--- config.mk ---
export PLATFORM = sky130hd
export DESIGN_NAME = hns_ctrl
export DESIGN_NICKNAME = d
export VERILOG_FILES = /design/src/rtl/hns_pkg.sv /design/src/rtl/hns_ctrl.sv
export SDC_FILE = /design/constraint.sdc
export NUM_CORES = 1
export LEC_CHECK = 0
export ABC_AREA = 1
export BUFFER_PORTS_ARGS = -buffer_cell sky130_fd_sc_hd__buf_2
export CAP_MARGIN = 20
export CELL_PAD_IN_SITES_DETAIL_PLACEMENT = 1
export CELL_PAD_IN_SITES_GLOBAL_PLACEMENT = 2
export CORE_MARGIN = 1.5
export CORE_UTILIZATION = 28
export CTS_BUF_LIST = sky130_fd_sc_hd__clkbuf_8
export DETAILED_ROUTE_END_ITERATION = 10
export PLACE_DENSITY = 0.85
export SLEW_MARGIN = 5
export SYNTH_ARGS = -nofsm -noshare
export SYNTH_HDL_FRONTEND = slang
export SYNTH_SLANG_ARGS = --single-unit
--- constraint.sdc ---
create_clock -name clk_i -period 3.4 [get_ports clk_i]
set_input_delay 0.17 -clock clk_i [delete_from_list [all_inputs] [get_ports clk_i]]
set_output_delay 0.17 -clock clk_i [all_outputs]
set_load 0.02 [all_outputs]
--- src/rtl/hns_pkg.sv ---
`timescale 1ns / 1ps
`default_nettype none
package hns_pkg;

  localparam int MAX_WIDTH  = 1024;
  localparam int MAX_HEIGHT = 1024;
  localparam int ADDR_W     = $clog2(MAX_WIDTH);
  localparam int ROW_W      = $clog2(MAX_HEIGHT);
  localparam int SIZE_W     = 11;
  localparam int LANES      = 3;
  localparam int MAG_W      = 25;
  localparam int SQ_W       = 2 * MAG_W;
  localparam int ACC_W      = 84;
  localparam int STEP_W     = 4;
  localparam logic [STEP_W-1:0] STEP_FIRST = 4'd15;

  typedef enum logic [1:0] {
    CFG_MAP_WIDTH    = 2'd0,
    CFG_MAP_HEIGHT   = 2'd1,
    CFG_GRID_SPACING = 2'd2,
    CFG_HEIGHT_SCALE = 2'd3
  } cfg_idx_e;

  typedef struct packed {
    logic [7:0] red;
    logic [7:0] green;
    logic [7:0] blue;
  } pixel_t;

  typedef struct packed {
    logic [9:0]  column;
    logic [9:0]  row;
    logic [15:0] normal_x;
    logic [15:0] normal_y;
    logic [15:0] normal_z;
    logic        frame_done;
  } normal_t;

  typedef struct packed {
    logic capture;
    logic load;
    logic mul;
    logic sqr;
    logic init;
    logic step;
    logic out_load;
  } ctrl_cmd_t;

  typedef struct packed {
    logic emit;
    logic last_step;
    logic out_free;
  } ctrl_sts_t;

  function automatic logic [SIZE_W-1:0] clamp_size(input logic [SIZE_W-1:0] v,
                                                    input logic [SIZE_W-1:0] top);
    logic [SIZE_W-1:0] r;
    if (v < SIZE_W'(3)) r = SIZE_W'(3);
    else if (v > top) r = top;
    else r = v;
    return r;
  endfunction

endpackage
`default_nettype wire

--- src/rtl/hns_ctrl.sv ---
`timescale 1ns / 1ps
`default_nettype none
module hns_ctrl import hns_pkg::*; (
  input  wire logic      clk_i,
  input  wire logic      rst_ni,
  input  wire logic      in_valid_i,
  output logic           in_stall_o,
  input  wire ctrl_sts_t sts_i,
  output ctrl_cmd_t      cmd_o
);

  typedef enum logic [6:0] {
    ST_IDLE = 7'b0000001,
    ST_LOAD = 7'b0000010,
    ST_MUL  = 7'b0000100,
    ST_SQR  = 7'b0001000,
    ST_SUM  = 7'b0010000,
    ST_ITER = 7'b0100000,
    ST_DONE = 7'b1000000
  } state_e;

  state_e state_q, state_d;

  always_comb begin
    state_d = state_q;
    cmd_o   = '0;
    unique case (state_q)
      ST_IDLE: begin
        if (in_valid_i) begin
          cmd_o.capture = 1'b1;
          state_d = ST_LOAD;
        end
      end
      ST_LOAD: begin
        cmd_o.load = 1'b1;
        state_d = sts_i.emit ? ST_MUL : ST_IDLE;
      end
      ST_MUL: begin
        cmd_o.mul = 1'b1;
        state_d = ST_SQR;
      end
      ST_SQR: begin
        cmd_o.sqr = 1'b1;
        state_d = ST_SUM;
      end
      ST_SUM: begin
        cmd_o.init = 1'b1;
        state_d = ST_ITER;
      end
      ST_ITER: begin
        cmd_o.step = 1'b1;
        if (sts_i.last_step) state_d = ST_DONE;
      end
      ST_DONE: begin
        if (sts_i.out_free) begin
          cmd_o.out_load = 1'b1;
          state_d = ST_IDLE;
        end
      end
      default: state_d = ST_IDLE;
    endcase
  end

  assign in_stall_o = (state_q != ST_IDLE);

  always_ff @(posedge clk_i or negedge rst_ni) begin
    if (!rst_ni) begin
      state_q <= ST_IDLE;
    end else begin
      state_q <= state_d;
    end
  end

endmodule
`default_nettype wire

# Word level (Yosys, flattened, before mapping)
# Cells that the tools add are included.
[word_totals] regBits=7 input_bits=6 wordCells=27
[classes] eq_ne=11 muxes=14 reduce_logical=1
[ops] op="7-bit one-hot mux with 7 select lines" n=1
[ops] op="7-bit two-way mux" n=3
[ops] op="1-bit two-way mux" n=9
[ops] op="7-bit by 1-bit equality test with 1-bit output (second input constant)" n=1
[ops] op="7-bit by 2-bit equality test with 1-bit output (second input constant)" n=1
[ops] op="7-bit by 3-bit equality test with 1-bit output (second input constant)" n=1
[ops] op="7-bit by 4-bit equality test with 1-bit output (second input constant)" n=1
[ops] op="7-bit by 5-bit equality test with 1-bit output (second input constant)" n=1
[ops] op="7-bit by 6-bit equality test with 1-bit output (second input constant)" n=1
[ops] op="7-bit equality test (second input constant)" n=1
[ops] op="7-bit by 1-bit != test with 1-bit output (second input constant)" n=1
[ops] op="2-bit != test (second input constant)" n=3
[ops] op="3-bit two-way mux" n=1
[ops] op="3-bit AND reduction" n=1

# Longest topological paths before layout
# Gate-level depths: netlist of the first run.
[logic_depth] word_depth=3 ltp_mapped=8 depth_no_buf=8

# Least setup slack after synthesis of the first run
# OpenSTA, ideal clock, no wires.
[synth_path] path_kind="register -> output" from="register state_q[6]" to="output port cmd_o[6] in the netlist's numbering" arrival_ps=1241 required_time_ps=3230 slack_ps=1989 path_stages_with_launch=4 cell_sequence="dfrtp_1 -> nor3_4 -> nand2_1 -> nor2_1"
[synth_lines] item="from (decl)" line="hns_ctrl.sv:22" rtl="state_e state_q, state_d;"
[synth_lines] item="from (signal assigned)" line="hns_ctrl.sv:70" rtl="state_q <= state_d;"
[synth_lines] item="to (decl)" line="hns_ctrl.sv:9" rtl="output ctrl_cmd_t cmd_o"

==> flow_summary_export.csv, run 1 <==
group,metric,value,unit
sta,rsz0062_at_grt,"false",
drt,viasPerCell,4.26,
grt,grt-ovfl-total,0,
cts,htree_levels,1,
grt,busiest_layer,"met2",
drt,totalWireLength,958,microns
setup_path,cp.arrival,1380,ps
grt,use_met2,20.3,%
cts,clk_latency,230,ps
sta,max_slew_margin,83.4,%
sta,worstMarginPinSlew,249,ps
sta,setup_viol,0,
final_layout,final_cell_mix,"inv_1, buf_2, nand2_1",
sta,finalHoldViolations,0,
setup_path,worst-endpoint-required,3230,ps
drt,first_pass_iters,4,
setup_path,r2r_start,"state_q[6]$_DFFE_PN0P_",
outcome,status,"finished, final reports clean",
synthesis,ys_types,14,
cts,ctsHoldBuffers,1,
pwr,power_density,652,mW/mm^2
drt,routedWlPerCell,9.88,microns
flow_run,drv_cap,0,
final_layout,nNetsFinal,88,
grt,use_met1,15.8,%
final_layout,largest_reg_flops,7,
cts,cts_tree,"done",
sta,drv_slew,0,
final_layout,antenna_cells,0,
cts,cts-resized-gates,0,
setup_path,start_kind,"flip-flop",
placement,gp_congestion,0.771,
final_layout,top_register,"state_q",
sta,fmaxAchievable,644,MHz
cts,cts_root_buffer,"clkbuf_8",
sta,period_minus_slack,1550,ps
cts,cts_made_buffers,3,
floorplan,rows,14,
sta,hold_slack,186,ps
final_layout,top_regs,"state_q (7)",
sta,finalCritPeriodShare,45.7,%
grt,grt_pass1_vias,398,
synthesis,synth.cell_area,437,sq um
final_layout,fillers,201,
floorplan,dieArea,0.00181,sq mm
placement,hpwl,811,microns
drt,dr_total_vias,413,
floorplan,ios,14,
cts,cts_setup_buffers,0,
setup_path,crit_path_start,"state_q[6]$_DFFE_PN0P_",
synthesis,synth_seq_cells,7,
hold_path,hold_path.startpoint,"sts_i[2]",
drt,ant_nets,0,
hold_path,hold_path.class,"in -> reg",
grt,antenna_found_initial,0,
grt,grt_use_met3,5.17,%
sta,skew,0.750,ps
grt,grt_max_degree,8,
synthesis,ys_warn_count,0,
pwr,leakage,0.402,nW
cts,cts_buffer_depth,2,
drt,drt_iter0_drc,5,
synthesis,syn_nets,70,
floorplan,coreArea,0.00149,sq mm
final_layout,area_growth_syn_to_layout,30.4,%
final_layout,layout-drive-gt1-share,32.1,%
pwr,peakVddDrop,289,uV
floorplan,start_util,29.3,%
drt,drc_errors,0,
grt,grt_pass1_wl,1.67,mm
setup_path,cp_max_fo,5,
grt,grt_usage,13.3,%
setup_path,crit_path_end_kind,"output port",
sta,tns,0,ps
floorplan,die_w,42.5,microns
placement,port-buffer-count,13,
synthesis,yosysSeqAreaShare,40.4,%
setup_path,worstSetupPathType,"reg -> out",
final_layout,layout_commonest_cell,"inv_1",
synthesis,synthCells,64,
cts,cts_sinks,7,
floorplan,die_h,42.5,microns
cts,clk_pin_slew,40,ps
synthesis,syn_area_per_cell,6.82,sq um
-- routing by layer --
metal	up-vias	wire length (microns)
met2	9	486
met1	186	416
met4	0	16
met5	-	0
met3	2	39
li1	216	-
-- synthesized netlist by cell type --
| master | n | share of area [%] |
|---|---|---|
| dfstp_2 | 1 | 6.0 |
| nor2_1 | 11 | 9.5 |
| o21ai_1 | 1 | 1.1 |
| nand2_2 | 1 | 1.4 |
| nand3_2 | 2 | 4.6 |
| nor3_1 | 1 | 1.1 |
| nor2_2 | 2 | 2.9 |
| inv_2 | 3 | 2.6 |
| inv_1 | 16 | 14 |
| dfrtp_1 | 6 | 34 |
| nor3_4 | 1 | 3.7 |
| buf_4 | 1 | 1.7 |
| nand3_1 | 6 | 6.9 |
| nand2_1 | 12 | 10 |
-- stage by stage --
stage	area [sq um]	power [mW]	utilization [%]	instances	setup slack [ps]
after floorplan	437	0.221	-	64	1990
after global placement	514	0.257	34.5	92	2070
after detailed placement	514	0.260	34.5	92	2070
after CTS	569	0.380	38.2	97	1820
after global routing	569	0.401	38.2	97	1730
final	569	0.371	38.2	97	1850
-- critical path, cell delays in order (launching register included) --
cell and delay (ps):
dfrtp_1 420, nor3_4 290, nand3_1 190, inv_1 90
buf_2 160
-- final timing paths --
check                           slack, ps  cells past startpoint                     end
worst max register to register       2170                      6  state_q[0]$_DFFE_PN1P_
worst max-delay path                 1850                      4                cmd_o[3]
worst min-delay path                  190                      3  state_q[2]$_DFFE_PN0P_
min in group asynchronous             310                      2  state_q[4]$_DFFE_PN0P_
max in group asynchronous            2870                      2  state_q[0]$_DFFE_PN1P_
worst min register to register        620                      5  state_q[0]$_DFFE_PN1P_
-- area by class of cell --
| type | instances | area (sq um) | share of cell area (%) |
|---|---|---|---|
| Timing Repair Buffer | 14 | 75.1 | 13.2 |
| Sequential cell | 7 | 176 | 31.0 |
| Clock buffer | 3 | 41.3 | 7.25 |
| Clock inverter | 1 | 3.75 | 0.659 |
| Multi-Input combinational cell | 37 | 181 | 31.9 |
| Inverter | 19 | 71.3 | 12.5 |
| Tap cell | 16 | 20.0 | 3.52 |
-- cell families after synthesis --
group,after synthesis,share of synthesized area (%)
buf+inv,20,18.1
flops,7,40.4
simple gates,36,40.4
compound gates,1,1.15
-- report_power, final --
| part | switching, mW | internal (mW) |
|---|---|---|
| Sequential | 0.00897 | 0.102 |
| Clock | 0.0368 | 0.0781 |
| Combinational | 0.0968 | 0.0483 |
| Total | 0.143 | 0.229 |
No activity file was read; power rests on OpenSTA's default activity.
==> run 2: changes to the inputs <==
- ABC_AREA: 1 -> 0
- CORE_UTILIZATION: 28 -> 27
- PLACE_DENSITY: 0.85 -> 0.77
- clock period: 3.4 -> 1.3 ns (I/O delays scaled with it)
==> run 2 against run 1 <==
  * The run now ends with negative setup slack left
  * Core utilization rose by 21 points
  * Clock power rose to 2.5 times the previous value
  * Synthesized cell count fell by 22%
  * Via count rose by 24%
  * Count of clock-buffer cells in the layout did not move
==> flow_summary_export.csv, run 2 <==
group,metric,value,unit
setup_path,critPathMaxStageDelay,380,ps
final_layout,top_regs,"state_q (7)",
pwr,p_seq_share,20.9,%
placement,placed_area,624,sq um
final_layout,design_area,916,sq um
cts,htree_levels,1,
cts,cts_sinks,7,
synthesis,ys_warn_count,0,
final_layout,antenna_cells,0,
grt,antenna_found_initial,0,
synthesis,async_flop_share,100,%
drt,drc_errors,0,
cts,cts_made_buffers,3,
final_layout,layout_commonest_cell,"buf_4",
final_layout,layout-drive-gt1-share,69.0,%
final_layout,nNetsFinal,91,
placement,gp_congestion,0.750,
outcome,status,"finished, violations left",
cts,cts_buffer_depth,2,
placement,dp_cells,85,
synthesis,synth_area_leaders,"dfrtp_1, nor4b_1, and2_1, dfstp_2, nor2_1",
floorplan,ios,14,
cts,clk_pin_slew,40,ps
floorplan,coreArea,0.00156,sq mm
synthesis,syn_nets,56,
hold_path,hold_path.class,"in -> reg",
pwr,p_comb_share,59.1,%
floorplan,die_w,44.4,microns
grt,grt_usage,16.4,%
synthesis,synth_seq_cells,7,
flow_run,drv_cap,0,
pwr,p_total,1.46,mW
final_layout,final_cells,100,
pwr,leakage,0.414,nW
setup_path,worst-endpoint-required,1240,ps
synthesis,syn_area_per_cell,9.26,sq um
sta,worstMarginPinSlew,279,ps
drt,drt_iter0_drc,3,
placement,hpwl,947,microns
synthesis,yosys.area.top_type,"dfrtp_1",
setup_path,crit_path_end_kind,"output port",
setup_path,cp.arrival,1680,ps
sta,drv_slew,0,
grt,grt_max_degree,9,
synthesis,yosysSeqAreaShare,38.1,%
drt,ant_nets,0,
grt,grt-ovfl-total,0,
floorplan,dieArea,0.00197,sq mm
drt,totalWireLength,1.56,mm
setup_path,worstSetupPathType,"reg -> out",
cts,clk_latency,220,ps
sta,setup_viol,11,
synthesis,ys_top_cells_by_count,"nor2_1, dfrtp_1, and2_1, nand2_1, nor4b_1",
synthesis,synth.cell_area,463,sq um
sta,fmaxAchievable,573,MHz
pwr,p_sw,0.504,mW
pwr,peakVddDrop,1240,uV
sta,rsz0062_at_grt,"true",
floorplan,start_util,29.7,%
final_layout,top_register,"state_q",
sta,finalCritPeriodShare,134,%
final_layout,area_growth_syn_to_layout,97.8,%
placement,port-buffer-count,13,
pwr,sw_frac_of_total,34.4,%
sta,worst_slack,-446,ps
pwr,internal_power,0.961,mW
setup_path,crit_top_cell,"or3_4",
setup_path,crit_path_cell_trace,"or3_4 -> or3_4 -> nor3b_4 -> buf_6",
pwr,power_density,1600,mW/mm^2
synthesis,synth_edf_count,0,
outcome,failed_checks,"negative setup slack",
sta,finalHoldViolations,0,
grt,grt_pass1_wl,2.24,mm
sta,skew,1.15,ps
floorplan,die_h,44.4,microns
setup_path,cpMaxStageDelayCell,"or3_4",
cts,cts_tree,"done",
final_layout,largest_reg_flops,7,
grt,grt_pass1_vias,502,
synthesis,ys.flop_type,"dfrtp_1",
sta,period_minus_slack,1750,ps
pwr,clkPwrFrac,19.9,%
synthesis,synth_top_cell_area_share,32.4,%
drt,routedWlPerCell,15.6,microns
synthesis,post-synth-top-count-cell,"nor2_1",
cts,cts_root_buffer,"clkbuf_8",
synthesis,ys_types,24,
setup_path,start_kind,"flip-flop",
drt,viasPerCell,5.14,
setup_path,cp_max_fo,3,
synthesis,synthCells,50,
drt,first_pass_iters,2,
drt,dr_total_vias,514,
floorplan,rows,14,
sta,max_slew_margin,81.1,%
final_layout,final_cell_mix,"buf_4, buf_6, buf_2",
-- run 2: cell type report --
class	count	area, sq um
repair buffers	34	290
well taps	16	20.0
fillers	172	643
multi-input cells	38	378
flip-flops and latches	7	179
clock buffers	3	41.3
clock inverters	1	3.75
inverters	1	3.75
-- run 2: path summary, 6_finish.rpt --
| path | from | to | slack [ps] | cells past startpoint |
|---|---|---|---|---|
| min in group asynchronous | rst_ni | state_q[3]$_DFFE_PN0P_ | 200 | 2 |
| hold reg to reg | state_q[3]$_DFFE_PN0P_ | state_q[5]$_DFFE_PN0P_ | 540 | 2 |
| max in group asynchronous | rst_ni | state_q[0]$_DFFE_PN1P_ | 870 | 2 |
| hold / removal | in_valid_i | state_q[1]$_DFFE_PN0P_ | 130 | 3 |
| setup / recovery | state_q[3]$_DFFE_PN0P_ | cmd_o[1] | -450 | 4 |
| setup reg to reg | state_q[3]$_DFFE_PN0P_ | state_q[6]$_DFFE_PN0P_ | -350 | 6 |
-- run 2: routing by layer --
layer  part of all wire [%]  vias up  wire length (microns)  GRT usage (%)
met1                     42      254                    654           18.5
met3                    3.9        2                     60           4.90
met2                     53       12                    819           29.1
met4                    1.5        0                     23           5.45
li1                       -      246                      -              -
met5                      0        -                      0              0
-- run 2: through the flow --
stage / util (%) / worst slack [ps] / setup TNS, ps / hold slack, ps
5_1_grt: 58.7 / -496 / -2690 / 144
4_1_cts: 52.9 / -448 / -1760 / 130
2_1_floorplan: - / -185 / -453 / -231
3_3_place_gp: 40.0 / -208 / -672 / -97.7
6_report: 58.7 / -446 / -2010 / 131
3_5_place_dp: 40.0 / -223 / -771 / -94.6
-- run 2: critical path: cells and delay by family (launching register included) --
| family | cells | cell delay [ps] |
|---|---|---|
| buffers and inverters | 1 | 140 |
| flip-flops | 1 | 370 |
| AND/OR/NAND/NOR | 3 | 940 |
-- run 2: power by group through the flow --
stage,clock network (mW),registers [mW],logic [mW]
floorplan,0,0.304,0.293
global placement,0,0.294,0.487
detailed placement,0,0.297,0.500
CTS,0.303,0.296,0.710
global route,0.314,0.311,0.932
finish,0.292,0.307,0.866
-- run 2: logic make-up (layout without fill, tap and decap cells) --
| family | count (synthesis) | count (layout) | share of synthesized area, % |
|---|---|---|---|
| buffers and inverters | 5 | 39 | 4.86 |
| AO/OA/AOI/OAI | 5 | 5 | 8.38 |
| AND/OR/NAND/NOR | 31 | 31 | 44.6 |
| flip-flops | 7 | 7 | 38.1 |
| XOR/XNOR | 1 | 1 | 1.89 |
| multiplexers | 1 | 1 | 2.16 |
-- run 2: timing repair --
| action | CTS | global route |
|---|---|---|
| buffers inserted | 4 | 7 |
| gates cloned | 0 | 0 |
| setup endpoints to repair | 10 | 11 |
| resized for setup | 30 | 12 |
| hold endpoints to repair | 7 | 0 |
| pin swaps | 6 | 5 |
| hold buffers | 1 | 0 |
==> run 3: changes to the inputs <==
- SETUP_SLACK_MARGIN: default -> 0.5
==> run 3 against run 2 <==
  * The flow still finishes with violations (negative setup slack)
  * Final area up 12%
  * Worst hold slack lost 2.6 ps
  * Count of clock-buffer cells in the layout stayed put
  * Register-to-register slack better by 190 ps
  * Die area unchanged
  * Clock power up 4%
  * Largest cell class unchanged
==> flow_summary_export.csv, run 3 (same netlist as run 2, synthesis figures left out) <==
group,metric,value,unit
sta,worst_slack,-461,ps
floorplan,ios,14,
drt,totalWireLength,2.02,mm
floorplan,dieArea,0.00197,sq mm
sta,rsz0062_at_grt,"true",
sta,setup_viol,12,
sta,max_slew_margin,73.2,%
final_layout,largest_reg_flops,7,
floorplan,rows,14,
pwr,p_seq_share,18.9,%
final_layout,layout_commonest_cell,"buf_6",
pwr,peakVddDrop,1080,uV
sta,finalHoldViolations,0,
final_layout,top_regs,"state_q (7)",
final_layout,top_register,"state_q",
pwr,p_total,1.63,mW
final_layout,design_area,0.00103,sq mm
setup_path,start_kind,"flip-flop",
placement,gp_congestion,0.738,
final_layout,final_cell_mix,"buf_6, buf_4, buf_2",
final_layout,final_cells,105,
cts,clk_pin_slew,40,ps
sta,skew,2.04,ps
outcome,failed_checks,"negative setup slack",
sta,hold_slack,128,ps
drt,dr_total_vias,562,
pwr,power_density,1580,mW/mm^2
setup_path,worst-endpoint-required,1240,ps
final_layout,nNetsFinal,96,
placement,port-buffer-count,13,
floorplan,die_w,44.4,microns
placement,place_ws,-231,ps
setup_path,reg2reg_depth,4,
sta,fmaxAchievable,568,MHz
setup_path,worstSetupPathType,"reg -> out",
grt,grt_pass1_vias,576,
final_layout,multi_input_area,405,sq um
placement,dp_cells,85,
setup_path,cp_max_fo,3,
hold_path,hold_path_depth,4,
cts,clk_latency,230,ps
sta,tns,-2860,ps
cts,cts_sinks,7,
final_layout,layout-drive-gt1-share,76.4,%
setup_path,cp.arrival,1700,ps
drt,ant_nets,0,
setup_path,cp_top_family,"simple AND/OR/NAND/NOR gates",
sta,drv_slew,0,
setup_path,crit_path_end_kind,"output port",
grt,antenna_found_initial,0,
final_layout,fillers,162,
floorplan,coreArea,0.00156,sq mm
pwr,leakage,0.454,nW
sta,finalCritPeriodShare,135,%
pwr,internal_power,1.03,mW
pwr,sw_frac_of_total,36.4,%
setup_path,crit_path_cell_trace,"or3_4 -> or3_4 -> nor3b_4 -> buf_6",
grt,grt_pass1_wl,2.97,mm
cts,cts_root_buffer,"clkbuf_8",
cts,cts_buffer_depth,2,
setup_path,critPathMaxStageDelay,390,ps
flow_run,drv_cap,0,
final_layout,seq_area,179,sq um
cts,cts_made_buffers,3,
placement,hpwl,1.05,mm
sta,worstMarginPinSlew,397,ps
setup_path,critPathBufInv,1,
setup_path,crit_top_cell,"or3_4",
placement,placed_area,639,sq um
grt,grt_max_degree,9,
final_layout,antenna_cells,0,
cts,cts_tree,"done",
pwr,clkPwrFrac,18.7,%
setup_path,path_depth,4,
sta,period_minus_slack,1760,ps
final_layout,fin_util,65.9,%
outcome,status,"finished, violations left",
setup_path,cpMaxStageDelayCell,"dfrtp_1",
grt,grt-ovfl-total,0,
final_layout,area_growth_syn_to_layout,122,%
drt,first_pass_iters,4,
drt,drt_iter0_drc,6,
drt,drc_errors,0,
pwr,p_comb_share,62.4,%
drt,routedWlPerCell,19.2,microns
floorplan,start_util,29.7,%
grt,grt_usage,22.2,%
hold_path,hold_path.class,"in -> reg",
pwr,p_sw,0.593,mW
floorplan,die_h,44.4,microns
drt,viasPerCell,5.35,
cts,htree_levels,1,
run 3: cell count changes in the layout (fill, tap and decap cells not counted), sizes merged:
| cell | change |
|---|---|
| buf | +5 |
run 3: cell type report:
cell class | count | share of cell area (%)
inverters | 1 | 0.365
clock buffers | 3 | 4.02
flip-flops and latches | 7 | 17.4
multi-input cells | 38 | 39.5
well taps | 16 | 1.95
clock inverters | 1 | 0.365
repair buffers | 39 | 36.4
run 3: worst register-to-register path: cells and delay by family, from the launching register on:
family,cells,cell delay (ps)
and+or+nand+nor,2,760
DFF,1,390
AOI/OAI and AO/OA,1,100
buffers and inverters,1,150
run 3: path summary, 6_finish.rpt:
path	start	to	slack (ps)
max	state_q[2]$_DFFE_PN0P_	cmd_o[1]	-460
min	sts_i[0]	state_q[6]$_DFFE_PN0P_	130
max reg2reg	state_q[2]$_DFFE_PN0P_	state_q[6]$_DFFE_PN0P_	-160
min reg2reg	state_q[1]$_DFFE_PN0P_	state_q[5]$_DFFE_PN0P_	560
max in group asynchronous	rst_ni	state_q[0]$_DFFE_PN1P_	860
min in group asynchronous	rst_ni	state_q[2]$_DFFE_PN0P_	200
run 3: power groups by stage:
| stage | registers [mW] | logic, mW | clock network [mW] |
|---|---|---|---|
| floorplan | 0.310 | 0.298 | 0 |
| global placement | 0.291 | 0.499 | 0 |
| detailed placement | 0.291 | 0.519 | 0 |
| CTS | 0.302 | 0.796 | 0.307 |
| global route | 0.310 | 1.07 | 0.324 |
| finish | 0.308 | 1.01 | 0.304 |
run 3: routing by layer:
| layer | GRT usage, % | wire, microns |
|---|---|---|
| met3 | 6.53 | 67 |
| met1 | 23.8 | 824 |
| met5 | 0 | 0 |
| met2 | 39.7 | 1100 |
| met4 | 10.3 | 28 |
run 3: repair_timing:
| action | in CTS | in global routing |
|---|---|---|
| hold buffers | 1 | 0 |
| buffers inserted | 7 | 8 |
| endpoints found under the setup margin | 15 | 15 |
| resized for setup | 34 | 19 |
| hold endpoints to repair | 7 | 0 |
| pin swaps | 6 | 9 |
